### config.mk
export PLATFORM = sky130hd
export DESIGN_NAME = double_ended_queue_top
export DESIGN_NICKNAME = d
export VERILOG_FILES = /design/src/rtl/core/dq_pkg.sv /design/src/rtl/core/double_ended_queue_top.sv /design/src/rtl/core/dq_ram.sv /design/src/rtl/core/dq_ctrl.sv /design/src/rtl/core/dq_datapath.sv
export SDC_FILE = /design/constraint.sdc
export NUM_CORES = 1
export LEC_CHECK = 0
export BUFFER_PORTS_ARGS = -buffer_cell sky130_fd_sc_hd__buf_2
export CAP_MARGIN = 10
export CORE_MARGIN = 8
export CORE_UTILIZATION = 50
export CTS_BUF_LIST = sky130_fd_sc_hd__clkbuf_4 sky130_fd_sc_hd__clkbuf_8 sky130_fd_sc_hd__clkbuf_16
export DETAILED_ROUTE_END_ITERATION = 6
export HOLD_SLACK_MARGIN = 0.06
export MAX_ROUTING_LAYER = met4
export PLACE_DENSITY = 0.69
export RECOVER_POWER = 100
export SYNTH_ARGS = -nofsm -noshare
export SYNTH_HDL_FRONTEND = slang
export SYNTH_SLANG_ARGS = --single-unit
export TNS_END_PERCENT = 1
### constraint.sdc
create_clock -name clk_i -period 10.3 [get_ports clk_i]
set_clock_uncertainty 0.2 [all_clocks]
set_input_delay 1.03 -clock clk_i [delete_from_list [all_inputs] [get_ports clk_i]]
set_output_delay 1.03 -clock clk_i [all_outputs]
set_load 0.02 [all_outputs]
### src/rtl/core/dq_pkg.sv
// ----------------------------------------------------------------------------
// dq_pkg
// Shared types and codes for the double-ended queue: action and status
// codes, and the command and status groups between controller and datapath.
// ----------------------------------------------------------------------------
package dq_pkg;

  // Width of the external word ports.
  localparam int unsigned PortWidth = 32;

  // Action codes carried by an input word. Code 7 is unused and does nothing.
  typedef enum logic [2:0] {
    ACT_PUSH_FRONT = 3'd0,
    ACT_PUSH_BACK  = 3'd1,
    ACT_POP_FRONT  = 3'd2,
    ACT_POP_BACK   = 3'd3,
    ACT_PEEK_FRONT = 3'd4,
    ACT_PEEK_BACK  = 3'd5,
    ACT_CLEAR      = 3'd6
  } action_e;

  // Result status codes.
  typedef enum logic [1:0] {
    ST_OK    = 2'd0,
    ST_EMPTY = 2'd1,
    ST_FULL  = 2'd2
  } status_e;

  // Commands from the controller to the datapath.
  typedef struct packed {
    logic accept;     // take the input word and update the pointers
    logic load_read;  // capture the memory read data into the result
  } dq_cmd_t;

  // Status from the datapath to the controller.
  typedef struct packed {
    logic needs_read; // the offered action reads an entry from the memory
  } dq_stat_t;

endpackage

### src/rtl/core/double_ended_queue_top.sv
// ----------------------------------------------------------------------------
// double_ended_queue_top
// Bounded double-ended queue kept in a ring buffer with a front index and an
// entry count. Each input word names one action and yields one result word.
//
//   Channel | Handshake                 | Payload
//   --------+---------------------------+-----------------------------------
//   input   | in_valid_i / in_ready_o   | action_i, push_value_i
//   output  | out_valid_o / out_ready_i | read_value_o, status_o,
//           |                           | empty_o, entry_count_o
//
// One word is in flight at a time: a new word is taken only once the last
// result is delivered. Pops and peeks pass through a read state for the
// registered read of the entry memory; pushes, clears and failed reads do
// not. A stalled output holds the result and keeps the input closed. Reset
// empties the queue at once; the entry memory is not cleared.
// ----------------------------------------------------------------------------
module double_ended_queue_top
  import dq_pkg::*;
#(
  parameter int unsigned DEPTH      = 16,
  parameter int unsigned DATA_WIDTH = 32
) (
  input  logic                         clk_i,
  input  logic                         rst_ni,
  input  logic                         in_valid_i,
  output logic                         in_ready_o,
  input  logic [2:0]                   action_i,
  input  logic signed [PortWidth-1:0]  push_value_i,
  output logic                         out_valid_o,
  input  logic                         out_ready_i,
  output logic signed [PortWidth-1:0]  read_value_o,
  output logic [1:0]                   status_o,
  output logic                         empty_o,
  output logic [$clog2(DEPTH+1)-1:0]   entry_count_o
);

  dq_cmd_t  cmd;
  dq_stat_t stat;

  // Sequencing of accept, memory read and result delivery.
  dq_ctrl u_ctrl (
    .clk_i       (clk_i),
    .rst_ni      (rst_ni),
    .in_valid_i  (in_valid_i),
    .in_ready_o  (in_ready_o),
    .out_valid_o (out_valid_o),
    .out_ready_i (out_ready_i),
    .stat_i      (stat),
    .cmd_o       (cmd)
  );

  // Pointers, entry memory and result registers.
  dq_datapath #(
    .Depth     (DEPTH),
    .DataWidth (DATA_WIDTH)
  ) u_datapath (
    .clk_i         (clk_i),
    .rst_ni        (rst_ni),
    .cmd_i         (cmd),
    .stat_o        (stat),
    .action_i      (action_i),
    .push_value_i  (push_value_i),
    .read_value_o  (read_value_o),
    .status_o      (status_o),
    .empty_o       (empty_o),
    .entry_count_o (entry_count_o)
  );

endmodule

### src/rtl/core/dq_ram.sv
// ----------------------------------------------------------------------------
// dq_ram
// Generic single-clock RAM with one write port and one registered read port.
// ----------------------------------------------------------------------------
module dq_ram #(
  parameter int unsigned Width = 32,
  parameter int unsigned Depth = 16
) (
  input  logic                     clk_i,
  input  logic                     we_i,
  input  logic [$clog2(Depth)-1:0] waddr_i,
  input  logic [Width-1:0]         wdata_i,
  input  logic                     re_i,
  input  logic [$clog2(Depth)-1:0] raddr_i,
  output logic [Width-1:0]         rdata_o
);

  logic [Width-1:0] mem_q [Depth];
  logic [Width-1:0] rdata_q;

  // Write and registered read.
  always_ff @(posedge clk_i) begin
    if (we_i) begin
      mem_q[waddr_i] <= wdata_i;
    end
    if (re_i) begin
      rdata_q <= mem_q[raddr_i];
    end
  end

  assign rdata_o = rdata_q;

endmodule

### src/rtl/core/dq_ctrl.sv
// ----------------------------------------------------------------------------
// dq_ctrl
// Controller for the double-ended queue. It takes one word at a time, goes
// through a read state for the memory when the action reads an entry, and
// holds the result until it is taken.
// ----------------------------------------------------------------------------
module dq_ctrl
  import dq_pkg::*;
(
  input  logic     clk_i,
  input  logic     rst_ni,
  input  logic     in_valid_i,
  output logic     in_ready_o,
  output logic     out_valid_o,
  input  logic     out_ready_i,
  input  dq_stat_t stat_i,
  output dq_cmd_t  cmd_o
);

  typedef enum logic [1:0] {
    S_IDLE,
    S_READ,
    S_RESP
  } state_e;

  state_e state_q, state_d;
  logic   in_ready_q, in_ready_d;
  logic   out_valid_q, out_valid_d;

  // Next state and commands.
  always_comb begin
    state_d          = state_q;
    in_ready_d       = in_ready_q;
    out_valid_d      = out_valid_q;
    cmd_o.accept     = 1'b0;
    cmd_o.load_read  = 1'b0;
    case (state_q)
      S_IDLE: begin
        if (in_valid_i) begin
          cmd_o.accept = 1'b1;
          in_ready_d   = 1'b0;
          if (stat_i.needs_read) begin
            state_d = S_READ;
          end else begin
            state_d     = S_RESP;
            out_valid_d = 1'b1;
          end
        end
      end
      S_READ: begin
        cmd_o.load_read = 1'b1;
        state_d         = S_RESP;
        out_valid_d     = 1'b1;
      end
      S_RESP: begin
        if (out_ready_i) begin
          state_d     = S_IDLE;
          out_valid_d = 1'b0;
          in_ready_d  = 1'b1;
        end
      end
      default: begin
        state_d     = S_IDLE;
        out_valid_d = 1'b0;
        in_ready_d  = 1'b1;
      end
    endcase
  end

  // State and registered handshake outputs.
  always_ff @(posedge clk_i or negedge rst_ni) begin
    if (!rst_ni) begin
      state_q     <= S_IDLE;
      in_ready_q  <= 1'b1;
      out_valid_q <= 1'b0;
    end else begin
      state_q     <= state_d;
      in_ready_q  <= in_ready_d;
      out_valid_q <= out_valid_d;
    end
  end

  assign in_ready_o  = in_ready_q;
  assign out_valid_o = out_valid_q;

endmodule

### src/rtl/core/dq_datapath.sv
// ----------------------------------------------------------------------------
// dq_datapath
// Datapath of the double-ended queue: front index and count registers, the
// entry memory, and the result registers.
// ----------------------------------------------------------------------------
module dq_datapath
  import dq_pkg::*;
#(
  parameter int unsigned Depth     = 16,
  parameter int unsigned DataWidth = 32
) (
  input  logic                          clk_i,
  input  logic                          rst_ni,
  input  dq_cmd_t                       cmd_i,
  output dq_stat_t                      stat_o,
  input  logic [2:0]                    action_i,
  input  logic signed [PortWidth-1:0]   push_value_i,
  output logic signed [PortWidth-1:0]   read_value_o,
  output logic [1:0]                    status_o,
  output logic                          empty_o,
  output logic [$clog2(Depth+1)-1:0]    entry_count_o
);

  localparam int unsigned IdxW = $clog2(Depth);
  localparam int unsigned CntW = $clog2(Depth + 1);
  localparam int unsigned SumW = IdxW + 1;

  logic [IdxW-1:0]              front_q, front_d;
  logic [CntW-1:0]              count_q, count_d;
  logic signed [PortWidth-1:0]  value_q;
  status_e                      status_q, status_d;

  action_e                      action;
  logic                         is_push, is_read, none_held, is_full;
  logic [IdxW-1:0]              prev_front, next_front, back_pos, tail_pos;
  logic [SumW-1:0]              back_sum, tail_sum;
  logic                         we, re;
  logic [IdxW-1:0]              waddr, raddr;
  logic signed [63:0]           push_ext, read_ext;
  logic signed [DataWidth-1:0]  rdata;

  // Action decode and occupancy checks.
  assign action    = action_e'(action_i);
  assign is_push   = (action == ACT_PUSH_FRONT) || (action == ACT_PUSH_BACK);
  assign is_read   = (action == ACT_POP_FRONT) || (action == ACT_POP_BACK) ||
                     (action == ACT_PEEK_FRONT) || (action == ACT_PEEK_BACK);
  assign none_held = (count_q == '0);
  assign is_full   = (count_q == CntW'(Depth));

  // Ring positions around the front index, wrapped at the depth.
  assign prev_front = (front_q == '0) ? IdxW'(Depth - 1) : front_q - 1'b1;
  assign next_front = (front_q == IdxW'(Depth - 1)) ? '0 : front_q + 1'b1;
  assign back_sum   = SumW'(front_q) + SumW'(count_q);
  assign tail_sum   = back_sum - 1'b1;
  assign back_pos   = (back_sum >= SumW'(Depth)) ? IdxW'(back_sum - SumW'(Depth))
                                                 : IdxW'(back_sum);
  assign tail_pos   = (tail_sum >= SumW'(Depth)) ? IdxW'(tail_sum - SumW'(Depth))
                                                 : IdxW'(tail_sum);

  assign stat_o.needs_read = is_read && !none_held;

  // Pointer update, memory access and status for the offered word.
  always_comb begin
    front_d  = front_q;
    count_d  = count_q;
    status_d = status_q;
    we       = 1'b0;
    re       = 1'b0;
    waddr    = back_pos;
    raddr    = front_q;
    if (cmd_i.accept) begin
      status_d = ST_OK;
      if (is_read && none_held) begin
        status_d = ST_EMPTY;
      end else if (is_push && is_full) begin
        status_d = ST_FULL;
      end else begin
        case (action)
          ACT_PUSH_FRONT: begin
            front_d = prev_front;
            waddr   = prev_front;
            we      = 1'b1;
            count_d = count_q + 1'b1;
          end
          ACT_PUSH_BACK: begin
            waddr   = back_pos;
            we      = 1'b1;
            count_d = count_q + 1'b1;
          end
          ACT_POP_FRONT: begin
            raddr   = front_q;
            re      = 1'b1;
            front_d = next_front;
            count_d = count_q - 1'b1;
          end
          ACT_POP_BACK: begin
            raddr   = tail_pos;
            re      = 1'b1;
            count_d = count_q - 1'b1;
          end
          ACT_PEEK_FRONT: begin
            raddr = front_q;
            re    = 1'b1;
          end
          ACT_PEEK_BACK: begin
            raddr = tail_pos;
            re    = 1'b1;
          end
          ACT_CLEAR: begin
            front_d = '0;
            count_d = '0;
          end
          default: begin
          end
        endcase
      end
    end
  end

  // Words are stored at the configured width and sign-extended on the way out.
  assign push_ext = 64'(push_value_i);
  assign read_ext = 64'(rdata);

  dq_ram #(
    .Width (DataWidth),
    .Depth (Depth)
  ) u_ram (
    .clk_i   (clk_i),
    .we_i    (we),
    .waddr_i (waddr),
    .wdata_i (push_ext[DataWidth-1:0]),
    .re_i    (re),
    .raddr_i (raddr),
    .rdata_o (rdata)
  );

  // Pointer and status registers.
  always_ff @(posedge clk_i or negedge rst_ni) begin
    if (!rst_ni) begin
      front_q  <= '0;
      count_q  <= '0;
      status_q <= ST_OK;
    end else begin
      front_q  <= front_d;
      count_q  <= count_d;
      status_q <= status_d;
    end
  end

  // Result word: cleared on accept, loaded from memory when a read completes.
  always_ff @(posedge clk_i) begin
    if (cmd_i.accept) begin
      value_q <= '0;
    end else if (cmd_i.load_read) begin
      value_q <= read_ext[PortWidth-1:0];
    end
  end

  assign read_value_o  = value_q;
  assign status_o      = status_q;
  assign empty_o       = none_held;
  assign entry_count_o = count_q;

endmodule
==> results of run 1 <==
worst max path at each step:
| stage | from | endpoint | slack, ns | depth (start not counted) |
|---|---|---|---|---|
| after global routing | u_ctrl.state_q[1]$_DFFE_PN0P_ | u_datapath.u_ram.rdata_o[27]$_DFFE_PP_ | 2.68 | 9 |
| after floorplan | action_i[1] | u_datapath.u_ram.rdata_o[0]$_DFFE_PP_ | 5.80 | 4 |
| after CTS | u_datapath.entry_count_o[1]$_DFFE_PN0P_ | u_datapath.u_ram.rdata_o[11]$_DFFE_PP_ | 5.46 | 9 |
| after detailed placement | in_valid_i | u_datapath.u_ram.rdata_o[11]$_DFFE_PP_ | 5.05 | 10 |
| after global placement | in_valid_i | u_datapath.u_ram.rdata_o[12]$_DFFE_PP_ | 5.17 | 10 |
| final | u_ctrl.state_q[1]$_DFFE_PN0P_ | u_datapath.u_ram.rdata_o[31]$_DFFE_PP_ | 3.14 | 9 |
sequential cells by signal, summed over array words and instances, names as in the netlist, 2 cells and up:
signal	cells
u_datapath.u_ram.rdata_o	32
u_datapath.status_o	2
u_datapath.entry_count_o	5
u_ctrl.state_q	2
u_datapath.read_value_o	32
u_datapath.u_ram.mem_q	512
u_datapath.front_q	4
synth_stat cells (4+ instances only):
master    instances  share of area
edfxtp_1        544           0.71
nand4_1          64          0.017
a31oi_1           5         0.0014
buf_1             5        0.00082
mux4_2           56          0.055
buf_4             5         0.0016
nand3_1         101          0.022
o221ai_1          4         0.0015
a22o_1            7         0.0027
xor2_1            5         0.0019
nand2_1         358          0.059
nor2b_1          11         0.0030
xnor2_1           5         0.0019
inv_1             8         0.0013
dfrtp_1          14          0.015
ha_1              9         0.0049
o211ai_1          5         0.0016
clkbuf_1         31         0.0051
a21oi_1          48          0.010
a21o_1            5         0.0016
dfxtp_1          32          0.028
o21ai_0          12         0.0026
nand2b_1          5         0.0014
a22oi_1          29         0.0095
nor3_1           11         0.0024
mux2i_1           9         0.0039
buf_2            44         0.0096
nor2_1           26         0.0042
o21ai_1          30         0.0065
critical path: cells and delay by family, from the launching register on:
| family | cells | cell delay [ns] |
|---|---|---|
| muxes | 1 | 0.53 |
| buffers and inverters | 3 | 3.16 |
| and+or+nand+nor | 1 | 0.25 |
| AOI/OAI and AO/OA | 4 | 2.30 |
| DFF | 1 | 0.51 |
metrics by stage:
stage / worst slack [ns] / total power, uW / cells
final: 3.14 / 7310 / 2247
after CTS: 5.46 / 7410 / 2245
after global placement: 5.17 / 5260 / 2137
after global routing: 2.68 / 7660 / 2247
after detailed placement: 5.05 / 5320 / 2137
after floorplan: 5.80 / 4620 / 1515
cell families after synthesis:
family | Yosys count | share of synthesized area
compound gates | 156 | 0.0422
fa+ha+maj | 11 | 0.00665
buf+inv | 95 | 0.0194
flops | 591 | 0.756
mux | 67 | 0.0599
simple gates | 584 | 0.111
xor+xnor | 11 | 0.00485
metal layers:
| layer | wire length (um) | vias up | part of all wire | track usage |
|---|---|---|---|---|
| met5 | 0 | - | 0 | - |
| met4 | 1440 | 0 | 0.027 | 0.0639 |
| met3 | 4100 | 104 | 0.077 | 0.0346 |
| met2 | 26400 | 547 | 0.49 | 0.335 |
| met1 | 21700 | 6741 | 0.40 | 0.266 |
| li1 | - | 5902 | - | - |
where the power goes:
| group | leakage (uW) | total (uW) | internal [uW] | switching [uW] |
|---|---|---|---|---|
| clock network | 0.000980 | 2110 | 1240 | 863 |
| registers | 0.00534 | 2970 | 2860 | 116 |
| logic | 0.00217 | 2240 | 774 | 1460 |
cell type report:
| class | instances | area (um2) | share of cell area |
|---|---|---|---|
| diodes | 2 | 5.00 | 0.000194 |
| clock buffers | 88 | 1750 | 0.0677 |
| clock inverters | 20 | 173 | 0.00668 |
| inverters | 8 | 30.0 | 0.00116 |
| multi-input cells | 829 | 5320 | 0.206 |
| flip-flops and latches | 591 | 17400 | 0.671 |
| well taps | 600 | 751 | 0.0290 |
| repair buffers | 109 | 479 | 0.0185 |
==> flow_summary_export.csv, run 1 <==
group,metric,value,unit
drt,route.detailed.wl_per_inst,23.8,um
timing,setup_viol,0,
layout,fillers,3562,
clock_network,cts_hold_buf,0,
timing,rsz0062_at_grt,"no",
timing,whs,0.251,ns
synthesis,yosysWarnings,0,
power,leakage,0.00849,uW
timing,slew_headroom,-0.916,
die,dieArea,53000,um2
setup_path,path_class,"flip-flop to flip-flop",
hold_path,hp-class,"flip-flop to flip-flop",
synthesis,syn_area,23000,um2
die,die_w,230,um
run_status,outcome,"finished with violations",
clock_network,cts-root-buf,"clkbuf_16",
setup_path,ff2ff_path_depth,9,
setup_path,rr_endpoint,"u_datapath.u_ram.rdata_o[31]$_DFFE_PP_",
drt,via_per_inst,5.92,
place,gp_congestion,0.791,
hold_path,worstHoldPathCells,2,
die,coreArea,45400,um2
die,core.rowCount,78,
setup_path,cp_common_cell,"clkbuf_1",
setup_path,path_cells,"nor3b_1 -> clkbuf_1 -> o2111ai_1 -> mux2i_4 -> buf_4 -> a21oi_4 -> clkbuf_1 -> o211ai_1 -> o221ai_1",
timing,max_freq,0.140,GHz
drt,vias,13294,
die,io_pins,81,
place,placed_cell_area,24100,um2
drt,drc,16,
clock_network,cts_resized,0,
layout,nets,1646,
layout,area_growth,12.6,%
setup_path,slowest_stage,"clkbuf_1",
layout,finalInstanceArea,25900,um2
clock_network,clk_pin_slew,0.06,ns
global_route,antenna_found_initial,2,
synthesis,synth-edff-count,544,
clock_network,post_cts_buffers,0,
layout,final_common_cell,"edfxtp_1",
clock_network,cts_tree,"built",
drt,drtIter0Drc,1436,
synthesis,synth_fp_nets,1565,
die,start_util,0.506,
clock_network,clk_path_buf_depth,3,
drt,routed_wirelength,53600,um
synthesis,seq_area_frac_synth,0.756,
layout,drive_gt1_frac,0.122,
global_route,grt_pass1_vias,13241,
drt,first_pass_iters,7,
die,die_height,230,um
hold_path,hold_start,"u_datapath.read_value_o[22]$_SDFFE_PP0P_",
synthesis,ys_types,48,
clock_network,htree_levels,2,
timing,post-route-period-util,0.695,
power,max-vdd-ir-drop,0.251,mV
run_status,violations,"design-rule violations, max-capacitance violations, max-slew violations",
timing,min_period,7.16,ns
setup_path,worstPathMaxFanout,42,
global_route,grt_usage,0.206,
timing,setup_tns,0,ns
global_route,grt_first_pass_wirelength,81100,um
hold_path,hold_end,"u_datapath.read_value_o[22]$_SDFFE_PP0P_",
synthesis,avgSynthCellArea,15.2,um2
clock_network,cts_buffers,57,
clock_network,clk-insertion-delay-late,0.61,ns
setup_path,slowest_delay,1.68,ns
layout,post-route-util,0.570,
setup_path,r2r_start,"u_ctrl.state_q[1]$_DFFE_PN0P_",
setup_path,crit_arrival,7.37,ns
setup_path,end_kind,"flip-flop",
timing,maxSlewViolCount,521,
setup_path,required,10.51,ns
timing,worst_slew_pin_slew,2.87,ns
global_route,grt_max_degree,105,
setup_path,regToRegSetupSlack,3.14,ns
synthesis,synthFlopType,"edfxtp_1",
clock_network,cts.sinks,591,
synthesis,synthCells,1515,
job,timing.max_cap.violations,20,
synthesis,async_flop_share,0.0254,
place,hpwl,27400,um
layout,final_cell_mix,"edfxtp_1, nand2_1, nand3_1",
setup_path,critPathLaunchType,"flip-flop",
power,power.density,283,nW/um2
global_route,grt_overflow_total,0,
place,port_buffers,80,
drt,ant_nets,0,
synthesis,ys_ff_latch,591,
timing,hold_viol,0,
Note: power is estimated with default switching activity, not from simulation.
==> inputs of run 2 (changes only) <==
--- a/config.mk
+++ b/config.mk
@@ -5,6 +5,7 @@
 export SDC_FILE = /design/constraint.sdc
 export NUM_CORES = 1
 export LEC_CHECK = 0
+export ABC_AREA = 1
 export BUFFER_PORTS_ARGS = -buffer_cell sky130_fd_sc_hd__buf_2
 export CAP_MARGIN = 10
 export CORE_MARGIN = 8
@@ -13,7 +14,7 @@
 export DETAILED_ROUTE_END_ITERATION = 6
 export HOLD_SLACK_MARGIN = 0.06
 export MAX_ROUTING_LAYER = met4
-export PLACE_DENSITY = 0.69
+export PLACE_DENSITY = 0.68
 export RECOVER_POWER = 100
 export SYNTH_ARGS = -nofsm -noshare
 export SYNTH_HDL_FRONTEND = slang
==> constraint.sdc (replaced) <==
create_clock -name clk_i -period 7.4 [get_ports clk_i]
set_clock_uncertainty 0.2 [all_clocks]
set_input_delay 0.74 -clock clk_i [delete_from_list [all_inputs] [get_ports clk_i]]
set_output_delay 0.74 -clock clk_i [all_outputs]
set_load 0.02 [all_outputs]
==> run 2 against run 1 <==
  * Utilization is 1.3 points lower
  * Synthesized area is 12% higher
  * Clock power is 36% higher
  * Critical path depth stayed put
  * Critical endpoint is now u_datapath.u_ram.mem_q[4][20]$_DFFE_PP_
  * Largest power group unchanged
  * Flip-flop and latch count stayed put
  * The flow finishes with violations (max-capacitance violations, max-slew violations)
  * Worst hold slack worse by 0.059 ns
  * Final area is 9.9% higher
  * Global-route usage is 1.0 points higher
  * First-iteration DRC count is 21% higher
  * Via count is 30% higher
  * Register-to-register slack worse by 1.4 ns
  * Final cell count is 45% higher
==> flow_summary_export.csv, run 2 <==
group,metric,value,unit
clock_network,cts_buffers,58,
die,die_w,243,um
synthesis,synthFlopType,"edfxtp_1",
drt,first_pass_iters,5,
global_route,antenna_found_initial,3,
synthesis,yosysWarnings,0,
drt,ant_nets,0,
setup_path,critPathLaunchType,"flip-flop",
clock_network,cts_resized,0,
place,gp_congestion,0.815,
run_status,violations,"max-capacitance violations, max-slew violations",
layout,final_common_cell,"nand2_1",
synthesis,async_flop_share,0.0254,
hold_path,hp-class,"input port to flip-flop",
drt,routed_wirelength,62700,um
setup_path,crit_arrival,5.63,ns
power,clkPwrFrac,0.267,
clock_network,cts_tree,"built",
layout,top_register,"u_datapath.u_ram.mem_q",
power,seqPwrFrac,0.384,
timing,maxSlewViolCount,485,
clock_network,clk_pin_slew,0.06,ns
timing,slew_headroom,-1.02,
synthesis,synth_fp_nets,2525,
power,power_frac_comb,0.349,
power,leakage,0.0119,uW
die,die_height,243,um
clock_network,clk-insertion-delay-late,0.63,ns
synthesis,ys_top_cells_by_area,"edfxtp_1, nand3_1, nand2_1, inv_1, dfxtp_1",
place,hpwl,33300,um
timing,setup_ws,1.79,ns
place,post-place-ws,2.68,ns
clock_network,clk_path_buf_depth,3,
synthesis,netlist_top_cells_count,"nand2_1, edfxtp_1, inv_1",
timing,hold_viol,0,
global_route,grt_overflow_total,0,
timing,max_freq,0.178,GHz
place,place_inst,3149,
drt,via_per_inst,5.31,
timing,rsz0062_at_grt,"no",
power,p_sw,4090,uW
synthesis,synth_top_cell_by_area,"edfxtp_1",
timing,post-route-period-util,0.758,
setup_path,end_kind,"flip-flop",
setup_path,worstPathMaxFanout,39,
synthesis,avgSynthCellArea,10.4,um2
drt,vias,17328,
die,io_pins,81,
layout,finalNonFillerCells,3263,
synthesis,ys_ff_latch,591,
power,swShare,0.381,
clock_network,cts.sinks,591,
power,max-vdd-ir-drop,0.264,mV
run_status,outcome,"finished with violations",
clock_network,cts_hold_buf,1,
die,start_util,0.503,
timing,worst_slew_pin_slew,3.03,ns
layout,drive_gt1_frac,0.0578,
global_route,grt_usage,0.216,
layout,final_cell_mix,"nand2_1, edfxtp_1, inv_1",
drt,route.detailed.wl_per_inst,19.2,um
synthesis,synth_most_common_cell,"nand2_1",
global_route,grt_first_pass_wirelength,97000,um
layout,area_growth,10.7,%
setup_path,path_class,"flip-flop to flip-flop",
clock_network,post_cts_buffers,0,
synthesis,synthCells,2475,
timing,min_period,5.61,ns
global_route,grt_max_degree,151,
layout,nets,2580,
layout,largest_register_ff_count,512,
drt,drtIter0Drc,1739,
power,power.density,377,nW/um2
die,coreArea,51000,um2
die,core.rowCount,83,
drt,drc,0,
synthesis,seq_area_frac_synth,0.676,
synthesis,ys_types,38,
power,internal-power,6630,uW
place,port_buffers,80,
power,p_total,10700,uW
die,dieArea,58800,um2
synthesis,synth.top_cell.area_share,0.637,
synthesis,synth-edff-count,544,
timing,setup_viol,0,
setup_path,required,7.42,ns
clock_network,cts-root-buf,"clkbuf_16",
synthesis,syn_area,25700,um2
clock_network,htree_levels,2,
timing,setup_tns,0,ns
global_route,grt_pass1_vias,16864,
job,timing.max_cap.violations,19,
[run 2: cell types whose count changed after synthesis, moves of 10 or more]
cell / previous run / this run
a21oi_1: 48 / 36
a22oi_1: 29 / 0
buf_2: 44 / 60
buf_4: 5 / 20
inv_1: 8 / 508
mux4_2: 56 / 0
nand2_1: 358 / 589
nand3_1: 101 / 502
nand3b_1: 1 / 32
nand4_1: 64 / 1
nor2b_1: 11 / 0
nor3_1: 11 / 1
o21ai_1: 30 / 3
[run 2: stage by stage]
step                      area, um2   util  hold WS, ns
after floorplan               25700      -        0.244
after global placement        26700  0.525        0.246
after detailed placement      26700  0.525        0.251
after CTS                     28600  0.561        0.172
after global routing          28400  0.557        0.189
final                         28400  0.557        0.192
[run 2: final timing paths]
kind | slack, ns | startpoint | endpoint | depth (start not counted)
worst max-delay path | 1.79 | u_ctrl.state_q[1]$_DFFE_PN0P_ | u_datapath.u_ram.mem_q[4][20]$_DFFE_PP_ | 9
worst min-delay path | 0.19 | out_ready_i | u_ctrl.state_q[1]$_DFFE_PN0P_ | 4
worst max register to register | 1.79 | u_ctrl.state_q[1]$_DFFE_PN0P_ | u_datapath.u_ram.mem_q[4][20]$_DFFE_PP_ | 9
worst min register to register | 0.26 | u_datapath.read_value_o[14]$_SDFFE_PP0P_ | u_datapath.read_value_o[14]$_SDFFE_PP0P_ | 2
max in group asynchronous | 5.97 | rst_ni | u_ctrl.state_q[0]$_DFFE_PN0P_ | 2
min in group asynchronous | 0.53 | rst_ni | u_datapath.front_q[1]$_DFFE_PN0P_ | 2
[run 2: worst max-delay path, stage by stage (launching register included)]
cell      delay (ns)
dfrtp_1         0.38
inv_1           0.10
nand2_1         0.12
nor2_4          0.70
nand4_1         0.22
or2_0           0.42
o21ai_1         0.32
nand3_1         0.27
nor2_1          1.29
clkbuf_1        1.17
[run 2: cell families (layout without fill, tap and decap cells)]
kind of cell | after synthesis | in the layout | synth area share
simple gates | 1174 | 1174 | 0.204
buf+inv | 631 | 736 | 0.0985
flops | 591 | 591 | 0.676
compound gates | 59 | 59 | 0.0122
fa+ha+maj | 11 | 11 | 0.00595
xor+xnor | 9 | 9 | 0.00307
other cells | 0 | 3 | 0
[run 2: metal layers]
metal	GRT usage	routed length (um)	vias to the layer above
li1	-	-	8161
met1	0.283	26500	8394
met2	0.345	29700	661
met3	0.0408	5100	112
met4	0.0612	1390	0
met5	-	0	-
[run 2: power groups by stage]
stage | Clock [uW] | Sequential (uW) | Combinational (uW)
detailed placement | 0 | 4180 | 3770
floorplan | 0 | 4220 | 2570
CTS | 2890 | 4110 | 3790
global placement | 0 | 4170 | 3700
global route | 3020 | 4140 | 4150
finish | 2860 | 4120 | 3740
[run 2: final cells by class]
class / count / area [um2]
Fill cell: 4329 / 22600
Sequential cell: 591 / 17400
Multi-Input combinational cell: 1253 / 5900
Inverter: 513 / 1930
Clock buffer: 74 / 1590
Tap cell: 680 / 851
Timing Repair Buffer: 113 / 517
Clock inverter: 36 / 267
Antenna cell: 3 / 7.51
